[config.mk]
export PLATFORM = sky130hd
export DESIGN_NAME = bus_address_decoder
export DESIGN_NICKNAME = d
export VERILOG_FILES = /design/src/rtl/bad_pkg.sv /design/src/rtl/bad_front.sv /design/src/rtl/bad_queue.sv /design/src/rtl/bad_back.sv /design/src/rtl/bus_address_decoder.sv
export SDC_FILE = /design/constraint.sdc
export NUM_CORES = 1
export LEC_CHECK = 0
export ABC_AREA = 1
export ABC_CLOCK_PERIOD_IN_PS = 8400
export BUFFER_PORTS_ARGS = -buffer_cell sky130_fd_sc_hd__buf_2
export CAP_MARGIN = 20
export CORE_UTILIZATION = 35
export DETAILED_ROUTE_END_ITERATION = 16
export GPL_TIMING_DRIVEN = 0
export HOLD_SLACK_MARGIN = 0.15
export PLACE_DENSITY = 0.55
export SLEW_MARGIN = 20
export SYNTH_ARGS = -nofsm -noshare
export SYNTH_HDL_FRONTEND = slang
export SYNTH_SLANG_ARGS = --single-unit
[constraint.sdc]
create_clock -name clk -period 8.4 [get_ports clk]
set_input_delay 0.42 -clock clk [delete_from_list [all_inputs] [get_ports clk]]
set_output_delay 0.42 -clock clk [all_outputs]
set_load 0.01 [all_outputs]
[src/rtl/bad_pkg.sv]
// Shared types, codes and constants for the bus address decoder.
package bad_pkg;

  // Main RAM size in bytes; the mirror mask follows from it.
  localparam int unsigned RAM_BYTES = 2097152;
  localparam logic [20:0] RAM_MASK = 21'(RAM_BYTES - 1);

  // Depth of the queue between the front and back parts.
  localparam int unsigned QDEPTH = 4;
  localparam int unsigned QPTR_W = $clog2(QDEPTH);
  localparam int unsigned QCNT_W = $clog2(QDEPTH + 1);

  // Physical address windows.
  localparam logic [31:0] IO_BASE         = 32'h1F80_1000;
  localparam logic [31:0] IO_END          = 32'h1F80_3000;
  localparam logic [31:0] BIOS_BASE       = 32'h1FC0_0000;
  localparam logic [31:0] BIOS_END        = 32'h1FC8_0000;
  localparam logic [31:0] SCRATCH_BASE    = 32'h1F80_0000;
  localparam logic [31:0] SCRATCH_END     = 32'h1F80_0400;
  localparam logic [31:0] RAM_MIRROR_END  = 32'h0080_0000;
  localparam logic [31:0] EXP1_BASE       = 32'h1F00_0000;
  localparam logic [31:0] POST_ADDR       = 32'h1F80_2041;
  localparam logic [31:0] CACHE_CTRL_ADDR = 32'hFFFE_0130;

  // Number of memory-control registers.
  localparam int unsigned MCTL_WORDS = 9;

  // Command codes.
  localparam logic CMD_READ  = 1'b0;
  localparam logic CMD_WRITE = 1'b1;

  // Size codes.
  localparam logic [1:0] SZ_BYTE = 2'd0;
  localparam logic [1:0] SZ_HALF = 2'd1;
  localparam logic [1:0] SZ_WORD = 2'd2;
  localparam logic [1:0] SZ_BAD  = 2'd3;

  // Target codes.
  localparam logic [3:0] TGT_LOCAL   = 4'd0;
  localparam logic [3:0] TGT_RAM     = 4'd1;
  localparam logic [3:0] TGT_BIOS    = 4'd2;
  localparam logic [3:0] TGT_SCRATCH = 4'd3;
  localparam logic [3:0] TGT_SIO     = 4'd4;
  localparam logic [3:0] TGT_CD      = 4'd5;
  localparam logic [3:0] TGT_IRQ     = 4'd6;
  localparam logic [3:0] TGT_TIMERS  = 4'd7;
  localparam logic [3:0] TGT_DMA     = 4'd8;
  localparam logic [3:0] TGT_GPU     = 4'd9;
  localparam logic [3:0] TGT_SPU     = 4'd10;

  // How the back part expands one queued access into sub-accesses.
  typedef enum logic [1:0] {
    SPLIT_NONE = 2'd0,
    SPLIT_CD   = 2'd1,
    SPLIT_SPU  = 2'd2
  } split_t;

  // One CPU bus access.
  typedef struct packed {
    logic        command;
    logic [1:0]  access_size;
    logic [31:0] address;
    logic [31:0] write_value;
  } in_word_t;

  // One device sub-access.
  typedef struct packed {
    logic [3:0]  target;
    logic [20:0] unit_offset;
    logic [1:0]  sub_size;
    logic [31:0] sub_write_value;
    logic [1:0]  byte_lane;
    logic [31:0] local_data;
    logic        unhandled;
    logic        last;
  } out_word_t;

  // A classified access as it waits in the queue.
  typedef struct packed {
    logic [3:0]  target;
    logic [20:0] unit_offset;
    logic [1:0]  sub_size;
    logic [31:0] sub_write_value;
    logic [31:0] local_data;
    logic        unhandled;
    split_t      split;
    logic [1:0]  last_beat;
  } desc_t;

endpackage

[src/rtl/bad_front.sv]
// Front part: classifies each bus access and owns the decoder's local registers.
module bad_front (
  input  logic              clk,
  input  logic              rst_n,
  input  logic              push,
  input  bad_pkg::in_word_t in_word,
  output bad_pkg::desc_t    desc
);

  logic [31:0] mctl_r [bad_pkg::MCTL_WORDS];
  logic [31:0] ramsz_r;
  logic [31:0] cache_r;
  logic [7:0]  post_r;

  logic        wr;
  logic [1:0]  size;
  logic [31:0] phys;
  logic [31:0] io_full;
  logic [12:0] io;
  logic [31:0] wv_m;
  logic [31:0] sv;
  logic [3:0]  mctl_idx;
  logic        mctl_we;
  logic        ramsz_we;
  logic        cache_we;
  logic        post_we;

  // Segment masking, write data trimming and the I/O window offset.
  always_comb begin
    wr   = (in_word.command == bad_pkg::CMD_WRITE);
    size = in_word.access_size;
    unique case (in_word.address[31:29])
      3'd4:    phys = in_word.address & 32'h7FFF_FFFF;
      3'd5:    phys = in_word.address & 32'h1FFF_FFFF;
      default: phys = in_word.address;
    endcase
    unique case (size)
      bad_pkg::SZ_BYTE: wv_m = {24'd0, in_word.write_value[7:0]};
      bad_pkg::SZ_HALF: wv_m = {16'd0, in_word.write_value[15:0]};
      default:          wv_m = in_word.write_value;
    endcase
    sv       = wr ? wv_m : 32'd0;
    io_full  = phys - bad_pkg::IO_BASE;
    io       = io_full[12:0];
    mctl_idx = io[5:2];
  end

  // Window decode, in priority order.
  always_comb begin
    desc.target          = bad_pkg::TGT_LOCAL;
    desc.unit_offset     = '0;
    desc.sub_size        = bad_pkg::SZ_BYTE;
    desc.sub_write_value = '0;
    desc.local_data      = '0;
    desc.unhandled       = 1'b1;
    desc.split           = bad_pkg::SPLIT_NONE;
    desc.last_beat       = 2'd0;
    mctl_we  = 1'b0;
    ramsz_we = 1'b0;
    cache_we = 1'b0;
    post_we  = 1'b0;

    if (size == bad_pkg::SZ_BAD) begin
      desc.unhandled = 1'b1;
    end else if (phys < bad_pkg::RAM_MIRROR_END) begin
      desc.unhandled       = 1'b0;
      desc.target          = bad_pkg::TGT_RAM;
      desc.unit_offset     = phys[20:0] & bad_pkg::RAM_MASK;
      desc.sub_size        = size;
      desc.sub_write_value = sv;
    end else if (phys >= bad_pkg::BIOS_BASE && phys < bad_pkg::BIOS_END) begin
      // BIOS is read-only; writes fall through as unhandled.
      if (!wr) begin
        desc.unhandled   = 1'b0;
        desc.target      = bad_pkg::TGT_BIOS;
        desc.unit_offset = 21'(phys - bad_pkg::BIOS_BASE);
        desc.sub_size    = size;
      end
    end else if (phys >= bad_pkg::SCRATCH_BASE && phys < bad_pkg::SCRATCH_END) begin
      desc.unhandled       = 1'b0;
      desc.target          = bad_pkg::TGT_SCRATCH;
      desc.unit_offset     = 21'(phys - bad_pkg::SCRATCH_BASE);
      desc.sub_size        = size;
      desc.sub_write_value = sv;
    end else if (phys >= bad_pkg::IO_BASE && phys < bad_pkg::IO_END) begin
      desc.unhandled       = 1'b0;
      desc.sub_size        = size;
      desc.sub_write_value = sv;
      if (size == bad_pkg::SZ_WORD && io < 13'h024) begin
        // Memory-control registers.
        desc.target          = bad_pkg::TGT_LOCAL;
        desc.sub_write_value = '0;
        desc.local_data      = wr ? 32'd0 : mctl_r[mctl_idx];
        mctl_we              = wr;
      end else if (size == bad_pkg::SZ_WORD && io == 13'h060) begin
        desc.target          = bad_pkg::TGT_LOCAL;
        desc.sub_write_value = '0;
        desc.local_data      = wr ? 32'd0 : ramsz_r;
        ramsz_we             = wr;
      end else if (size != bad_pkg::SZ_BYTE && io >= 13'h070 && io < 13'h078) begin
        desc.target      = bad_pkg::TGT_IRQ;
        desc.unit_offset = 21'(io - 13'h070);
      end else if (size == bad_pkg::SZ_WORD && io >= 13'h080 && io < 13'h100) begin
        desc.target      = bad_pkg::TGT_DMA;
        desc.unit_offset = 21'(io - 13'h080);
      end else if (size != bad_pkg::SZ_BYTE && io >= 13'h100 && io < 13'h130) begin
        desc.target      = bad_pkg::TGT_TIMERS;
        desc.unit_offset = 21'(io - 13'h100);
      end else if (io >= 13'h040 && io < 13'h050) begin
        desc.target      = bad_pkg::TGT_SIO;
        desc.unit_offset = 21'(io - 13'h040);
      end else if (size == bad_pkg::SZ_WORD && (io == 13'h810 || io == 13'h814)) begin
        desc.target      = bad_pkg::TGT_GPU;
        desc.unit_offset = 21'(io - 13'h810);
      end else if (io >= 13'h800 && io < 13'h804) begin
        // CD: one byte access per byte of the access.
        desc.target      = bad_pkg::TGT_CD;
        desc.unit_offset = 21'(io - 13'h800);
        desc.sub_size    = bad_pkg::SZ_BYTE;
        desc.split       = bad_pkg::SPLIT_CD;
        unique case (size)
          bad_pkg::SZ_BYTE: desc.last_beat = 2'd0;
          bad_pkg::SZ_HALF: desc.last_beat = 2'd1;
          default:          desc.last_beat = 2'd3;
        endcase
      end else if (size != bad_pkg::SZ_BYTE && io >= 13'hC00 && io < 13'h1000) begin
        // Sound unit: word accesses become two halfword accesses.
        desc.target      = bad_pkg::TGT_SPU;
        desc.unit_offset = 21'(io - 13'hC00);
        desc.sub_size    = bad_pkg::SZ_HALF;
        if (size == bad_pkg::SZ_WORD) begin
          desc.split     = bad_pkg::SPLIT_SPU;
          desc.last_beat = 2'd1;
        end
      end else if (size == bad_pkg::SZ_BYTE && phys == bad_pkg::POST_ADDR) begin
        desc.target          = bad_pkg::TGT_LOCAL;
        desc.sub_write_value = '0;
        desc.local_data      = wr ? 32'd0 : {24'd0, post_r};
        post_we              = wr;
      end else if (size == bad_pkg::SZ_BYTE && io >= 13'h1000) begin
        // Expansion 2 open bus.
        desc.target          = bad_pkg::TGT_LOCAL;
        desc.sub_write_value = '0;
        desc.local_data      = wr ? 32'd0 : 32'h0000_00FF;
      end else begin
        desc.unhandled       = 1'b1;
        desc.sub_size        = bad_pkg::SZ_BYTE;
        desc.sub_write_value = '0;
      end
    end else if (phys >= bad_pkg::EXP1_BASE && phys < bad_pkg::SCRATCH_BASE) begin
      // Expansion 1 open bus; halfword accesses are not decoded.
      if (size != bad_pkg::SZ_HALF) begin
        desc.unhandled  = 1'b0;
        desc.sub_size   = size;
        if (wr) begin
          desc.local_data = 32'd0;
        end else if (size == bad_pkg::SZ_BYTE) begin
          desc.local_data = 32'h0000_00FF;
        end else begin
          desc.local_data = 32'hFFFF_FFFF;
        end
      end
    end else if (size == bad_pkg::SZ_WORD && in_word.address == bad_pkg::CACHE_CTRL_ADDR) begin
      desc.unhandled  = 1'b0;
      desc.sub_size   = bad_pkg::SZ_WORD;
      desc.local_data = wr ? 32'd0 : cache_r;
      cache_we        = wr;
    end
  end

  // Local register updates, taken in access order as words enter the queue.
  always_ff @(posedge clk) begin
    if (!rst_n) begin
      for (int i = 0; i < bad_pkg::MCTL_WORDS; i++) begin
        mctl_r[i] <= '0;
      end
      ramsz_r <= '0;
      cache_r <= '0;
      post_r  <= '0;
    end else if (push) begin
      if (mctl_we) begin
        mctl_r[mctl_idx] <= wv_m;
      end
      if (ramsz_we) begin
        ramsz_r <= wv_m;
      end
      if (cache_we) begin
        cache_r <= wv_m;
      end
      if (post_we) begin
        post_r <= wv_m[7:0];
      end
    end
  end

endmodule

[src/rtl/bad_queue.sv]
// Short queue of classified accesses between the front and back parts.
module bad_queue (
  input  logic           clk,
  input  logic           rst_n,
  input  logic           push,
  input  bad_pkg::desc_t push_desc,
  output logic           full,
  input  logic           pop,
  output logic           head_valid,
  output bad_pkg::desc_t head_desc
);

  bad_pkg::desc_t            q_r [bad_pkg::QDEPTH];
  logic [bad_pkg::QPTR_W-1:0] wr_ptr_r;
  logic [bad_pkg::QPTR_W-1:0] rd_ptr_r;
  logic [bad_pkg::QCNT_W-1:0] count_r;
  logic [bad_pkg::QCNT_W-1:0] count_nxt;

  assign full       = (count_r == bad_pkg::QCNT_W'(bad_pkg::QDEPTH));
  assign head_valid = (count_r != '0);
  assign head_desc  = q_r[rd_ptr_r];

  // Occupancy follows the push and pop strobes.
  always_comb begin
    count_nxt = count_r;
    if (push && !pop) begin
      count_nxt = count_r + 1'b1;
    end else if (!push && pop) begin
      count_nxt = count_r - 1'b1;
    end
  end

  // Pointers and occupancy.
  always_ff @(posedge clk) begin
    if (!rst_n) begin
      wr_ptr_r <= '0;
      rd_ptr_r <= '0;
      count_r  <= '0;
    end else begin
      count_r <= count_nxt;
      if (push) begin
        wr_ptr_r <= (wr_ptr_r == bad_pkg::QPTR_W'(bad_pkg::QDEPTH - 1)) ? '0 : wr_ptr_r + 1'b1;
      end
      if (pop) begin
        rd_ptr_r <= (rd_ptr_r == bad_pkg::QPTR_W'(bad_pkg::QDEPTH - 1)) ? '0 : rd_ptr_r + 1'b1;
      end
    end
  end

  // Entry storage.
  always_ff @(posedge clk) begin
    if (push) begin
      q_r[wr_ptr_r] <= push_desc;
    end
  end

endmodule

[src/rtl/bad_back.sv]
// Back part: expands each queued access into sub-access words on the output.
module bad_back (
  input  logic               clk,
  input  logic               rst_n,
  input  logic               head_valid,
  input  bad_pkg::desc_t     head_desc,
  output logic               pop,
  output logic               out_valid,
  input  logic               out_ready,
  output bad_pkg::out_word_t out_word
);

  logic [1:0]         beat_r;
  logic [1:0]         beat_nxt;
  logic               out_valid_r;
  bad_pkg::out_word_t out_word_r;
  bad_pkg::out_word_t beat_word;
  logic               load;
  logic               is_last;
  logic [2:0]         cd_sum;
  logic [31:0]        cd_shift;

  assign out_valid = out_valid_r;
  assign out_word  = out_word_r;
  assign load      = head_valid && (!out_valid_r || out_ready);
  assign is_last   = (beat_r == head_desc.last_beat);
  assign pop       = load && is_last;

  // Fields of the current beat.
  always_comb begin
    cd_sum   = {1'b0, head_desc.unit_offset[1:0]} + {1'b0, beat_r};
    cd_shift = head_desc.sub_write_value >> {beat_r, 3'b000};
    beat_word.target          = head_desc.target;
    beat_word.unit_offset     = head_desc.unit_offset;
    beat_word.sub_size        = head_desc.sub_size;
    beat_word.sub_write_value = head_desc.sub_write_value;
    beat_word.byte_lane       = 2'd0;
    beat_word.local_data      = head_desc.local_data;
    beat_word.unhandled       = head_desc.unhandled;
    beat_word.last            = is_last;
    unique case (head_desc.split)
      bad_pkg::SPLIT_CD: begin
        // Byte offsets stop at the last CD register.
        beat_word.unit_offset     = (cd_sum > 3'd3) ? 21'd3 : 21'(cd_sum);
        beat_word.sub_write_value = {24'd0, cd_shift[7:0]};
        beat_word.byte_lane       = beat_r;
      end
      bad_pkg::SPLIT_SPU: begin
        if (beat_r[0]) begin
          beat_word.unit_offset     = head_desc.unit_offset + 21'd2;
          beat_word.sub_write_value = {16'd0, head_desc.sub_write_value[31:16]};
          beat_word.byte_lane       = 2'd2;
        end else begin
          beat_word.sub_write_value = {16'd0, head_desc.sub_write_value[15:0]};
        end
      end
      default: begin
      end
    endcase
  end

  // Beat counter within one access.
  always_comb begin
    beat_nxt = beat_r;
    if (load) begin
      beat_nxt = is_last ? 2'd0 : beat_r + 2'd1;
    end
  end

  // Output register.
  always_ff @(posedge clk) begin
    if (!rst_n) begin
      beat_r      <= '0;
      out_valid_r <= 1'b0;
    end else begin
      beat_r <= beat_nxt;
      if (load) begin
        out_valid_r <= 1'b1;
      end else if (out_ready) begin
        out_valid_r <= 1'b0;
      end
    end
  end

  always_ff @(posedge clk) begin
    if (load) begin
      out_word_r <= beat_word;
    end
  end

endmodule

[src/rtl/bus_address_decoder.sv]
// Top level of the bus address decoder: front, queue and back.
//
//   channel | direction | handshake          | word
//   in      | input     | in_valid/in_ready  | in_word   (bad_pkg::in_word_t)
//   out     | output    | out_valid/out_ready| out_word  (bad_pkg::out_word_t)
//
// The front takes one access per cycle whenever the four-entry queue has room.
// The back sends one sub-access word per cycle unless the output stalls: one word
// for most accesses, two for word accesses to the sound unit and up to four for CD
// accesses. Accesses are held in the queue, and words in the output register.
// Reset is synchronous; it empties the queue and the output and clears the
// local registers.
// An output stall holds the output register; the queue keeps taking accesses
// until it fills, after which in_ready drops.
module bus_address_decoder (
  input  logic               clk,
  input  logic               rst_n,
  input  logic               in_valid,
  output logic               in_ready,
  input  bad_pkg::in_word_t  in_word,
  output logic               out_valid,
  input  logic               out_ready,
  output bad_pkg::out_word_t out_word
);

  logic           q_full;
  logic           push;
  logic           pop;
  logic           head_valid;
  bad_pkg::desc_t front_desc;
  bad_pkg::desc_t head_desc;

  assign in_ready = !q_full;
  assign push     = in_valid && !q_full;

  bad_front u_front (
    .clk     (clk),
    .rst_n   (rst_n),
    .push    (push),
    .in_word (in_word),
    .desc    (front_desc)
  );

  bad_queue u_queue (
    .clk        (clk),
    .rst_n      (rst_n),
    .push       (push),
    .push_desc  (front_desc),
    .full       (q_full),
    .pop        (pop),
    .head_valid (head_valid),
    .head_desc  (head_desc)
  );

  bad_back u_back (
    .clk        (clk),
    .rst_n      (rst_n),
    .head_valid (head_valid),
    .head_desc  (head_desc),
    .pop        (pop),
    .out_valid  (out_valid),
    .out_ready  (out_ready),
    .out_word   (out_word)
  );

endmodule

==> reports/qor.yml <==
pwr:
  pwr-share-comb_pct: 22.5
  p_sw_mw: 4.57
  pwr-share-clk_pct: 32.3
  powerDensity_nw_per_um2: 274
  seq_power_share_pct: 45.2
  ir_drop_mv: 0.204
  swShare_pct: 30.9
  p_int_mw: 10.2
  power_leakage_nw: 19.6
timing:
  grt_setup_unrepaired: "no"
  finalClockSkew_ns: 0.0289
  hold_violations: 0
  fin_crit_ns: 5.92
  worst_slew_pin_slew_ns: 1.15
  relSlewSlack_pct: 23.3
  setup_viol_count_final: 0
  slew_violations: 0
  fin_crit_sh_pct: 70.5
  finalSetupTns_ns: 0
  fmax_ghz: 0.169
logic_synthesis:
  syn_avg_cell_area_um2: 11.4
  synthMostInstantiatedCell: "edfxtp_1"
  ys_warn_count: 0
  synth_area_leaders: "edfxtp_1 (65%), nand2_1 (5.5%), nor2_1 (4.2%)"
  synth_edf_count: 991
  synth_xor_area_share_pct: 0.380
  synth-adder-area-share_pct: 1.06
  yosysTopAreaCell: "edfxtp_1"
  synthCells: 4048
  async_flop_share_pct: 0
  synth-compound-area-share_pct: 11.6
  synth-main-ff-cell: "edfxtp_1"
  synth_simple_gate_area_share_pct: 14.6
  ys_types: 56
  synth_top_area_share_pct: 64.6
  yosys-top-cells-count: "edfxtp_1 (991), nand2_1 (673), nor2_1 (517), o21ai_0 (249), nand3_1 (237)"
  syn_area_um2: 46100
  yosysSeqAreaShare_pct: 68.2
  ys_seq_elements: 1075
  syn-num-nets: 4157
  synth.area.mux_share_pct: 0
  synth_top_family_by_area: "simple AND/OR/NAND/NOR gates"
worst_setup_path:
  cp_num_cells: 19
  critical_path_buf_inv_count: 7
  critPathTopFamily: "buffers and inverters"
  required_ns: 8.89
  cpPeakStageDelay_ns: 0.57
  reg2regPathDepth: 19
  cp_slowest_cell: "clkbuf_1"
  worst-setup-path-type: "register to register"
  worst_r2r_endpoint: "u_back.out_word[82]"
  cp_cell_sequence: "inv_1 > clkbuf_1 > clkbuf_1 > buf_1 > clkbuf_1 > a21oi_1 > a32oi_1 > inv_1 > ha_1 > nor2_2 > inv_1 > nor4_1 > nand2_1 > nor2_1 > nand2_1 > nor2_1 > nand2_1 > o21ai_0 > a21oi_1"
  critical_path.max_fanout: 10
  cp-endpoint: "u_back.out_word[82]"
  worstSetupStartpointType: "register"
  r2r_setup_slack_ns: 2.48
  arrival_ns: 6.41
  end_kind: "register"
placement:
  io_buffers: 166
  dpl.hpwl_mm: 107
  gp_congestion: 0.926
layout:
  multiInputGateArea_um2: 12900
  fin_util_pct: 41.4
  fill_cells: 12400
  nets: 4494
  syn2layout_area_growth_pct: 16.9
  seq_area_um2: 31400
  drive_gt1_share_pct: 11.0
grt:
  antenna_found_initial: 8
  grt-ovfl-total: 0
  grt_pass1_wl_mm: 214
  grt_usage_pct: 22.0
  grt_pass1_vias: 31300
  grt_start_max_net_pins: 27
clock_tree:
  cts_tree: "built"
  cts_hold_buf: 14
  cts_sinks: 1075
  numCtsBuffers: 112
  insertion_delay_ns: 0.75
  cts_setup_buffers: 0
  root_buffer: "clkbuf_16"
  htree_num_levels: 3
  path_clk_slew_ns: 0.06
  cts_max_path_buffers: 3
  cts_resized: 0
job:
  drv_cap: 0
die:
  fp.dieW_um: 365
  core_um2: 130000
  io_pins: 168
  die_h_um: 365
  dieArea_um2: 133000
  rows: 132
  start_util_pct: 35.4
outcome:
  status: "finished clean"
detailed_routing:
  dr.pass1.iters: 6
  viasPerCell: 5.34
  antenna_left: 0
  vias: 33200
  wirelength_mm: 148
  wl_per_cell_um: 23.8
  drt_iter0_markers: 3587
  drc: 0
min_path:
  hold_path_class: "input port to register"
## layout by cell type (no fill, tap or decap), types with 11 or more instances in the layout
master	instances
nand4_1	38
o21a_1	25
buf_1	31
clkinv_1	23
nor2_2	38
inv_1	182
a32o_1	22
buf_16	27
buf_2	210
clkinv_2	15
xor2_1	17
o21ai_0	248
a21oi_1	197
o22ai_1	58
nand2_1	664
clkbuf_1	234
a211oi_1	27
nand3_1	237
nor2_4	11
ha_1	36
clkbuf_16	112
nor3_1	55
dlygate4sd3_1	14
o211ai_1	11
a22oi_1	231
dfxtp_1	84
nor2_1	506
buf_12	14
edfxtp_1	991
## stage by stage
| step | std cells | setup slack, ns | hold WS (ns) | cell area [um^2] | power (mW) |
|---|---|---|---|---|---|
| floorplan | 4048 | 0.984 | 0.441 | 46100 | 8.74 |
| global placement | 5956 | -1.13 | 0.448 | 49100 | 10.1 |
| detailed placement | 5999 | 2.50 | 0.455 | 50300 | 10.1 |
| CTS | 6219 | 2.48 | 0.151 | 53900 | 14.8 |
| global route | 6220 | 2.11 | 0.194 | 53900 | 15.4 |
| finish | 6224 | 2.48 | 0.188 | 53900 | 14.8 |
## cells by family (layout without fill, tap and decap cells)
kind of cell / count (synthesis) / count (layout)
xor gates and xnor gates: 20 / 20
other: 0 / 5
DFF: 1075 / 1075
buffers and inverters: 471 / 900
AOI/OAI and AO/OA: 861 / 861
adders and majority gates: 38 / 38
and+or+nand+nor: 1583 / 1583
## worst min-delay path, cell delays in order
cell	delay (ns)
buf_2	0.11
o21ai_0	0.14
a21oi_1	0.08
## worst min path at each step
stage	from	cells past startpoint	slack (ns)	end
after floorplan	u_front.cache_r[31]	1	0.44	u_front.cache_r[31]
after global placement	u_front.cache_r[8]	1	0.45	u_front.cache_r[8]
after detailed placement	u_front.post_r[1]	2	0.46	u_front.post_r[1]
after CTS	in_word[46]	3	0.15	u_queue.q_r[2][85]
after global routing	in_word[46]	3	0.19	u_queue.q_r[2][85]
final	in_word[46]	3	0.19	u_queue.q_r[2][85]
## power groups by stage
| stage | logic (mW) | clock network, mW | registers [mW] |
|---|---|---|---|
| after detailed placement | 3.32 | 0 | 6.79 |
| after floorplan | 1.71 | 0 | 7.03 |
| after CTS | 3.33 | 4.81 | 6.68 |
| after global routing | 3.64 | 5.02 | 6.73 |
| final | 3.33 | 4.77 | 6.68 |
| after global placement | 3.10 | 0 | 6.96 |
## layer usage
| metal | track usage (%) | share of wire (%) | vias to the layer above | wire length, um |
|---|---|---|---|---|
| li1 | - | - | 15300 | - |
| met1 | 29.3 | 42 | 16300 | 61900 |
| met2 | 36.0 | 47 | 1368 | 69600 |
| met3 | 3.46 | 7.2 | 264 | 10600 |
| met4 | 8.25 | 3.9 | 2 | 5800 |
| met5 | 0 | 0.0054 | - | 8 |
## flip-flops by register name (all words and copies together), names as in the netlist, named ones only
signal / flops
u_front.post_r: 8
u_queue.rd_ptr_r: 2
u_front.ramsz_r: 32
u_back.out_word: 95
u_queue.wr_ptr_r: 2
u_front.mctl_r: 512
u_front.cache_r: 32
u_queue.q_r: 384
u_back.beat_r: 2
u_queue.count_r: 3
u_back.out_valid: 1
## final cells by class
cell class              count  area share (%)
plain buffers             279            2.19
multi-input cells        2502            23.9
well taps                1742            4.04
clock buffers             159            5.64
diodes                      5          0.0232
flip-flops and latches   1075            58.3
clock inverters            47           0.780
repair buffers            223            3.74
inverters                 192            1.34
No activity file was read; power rests on OpenSTA's default activity.
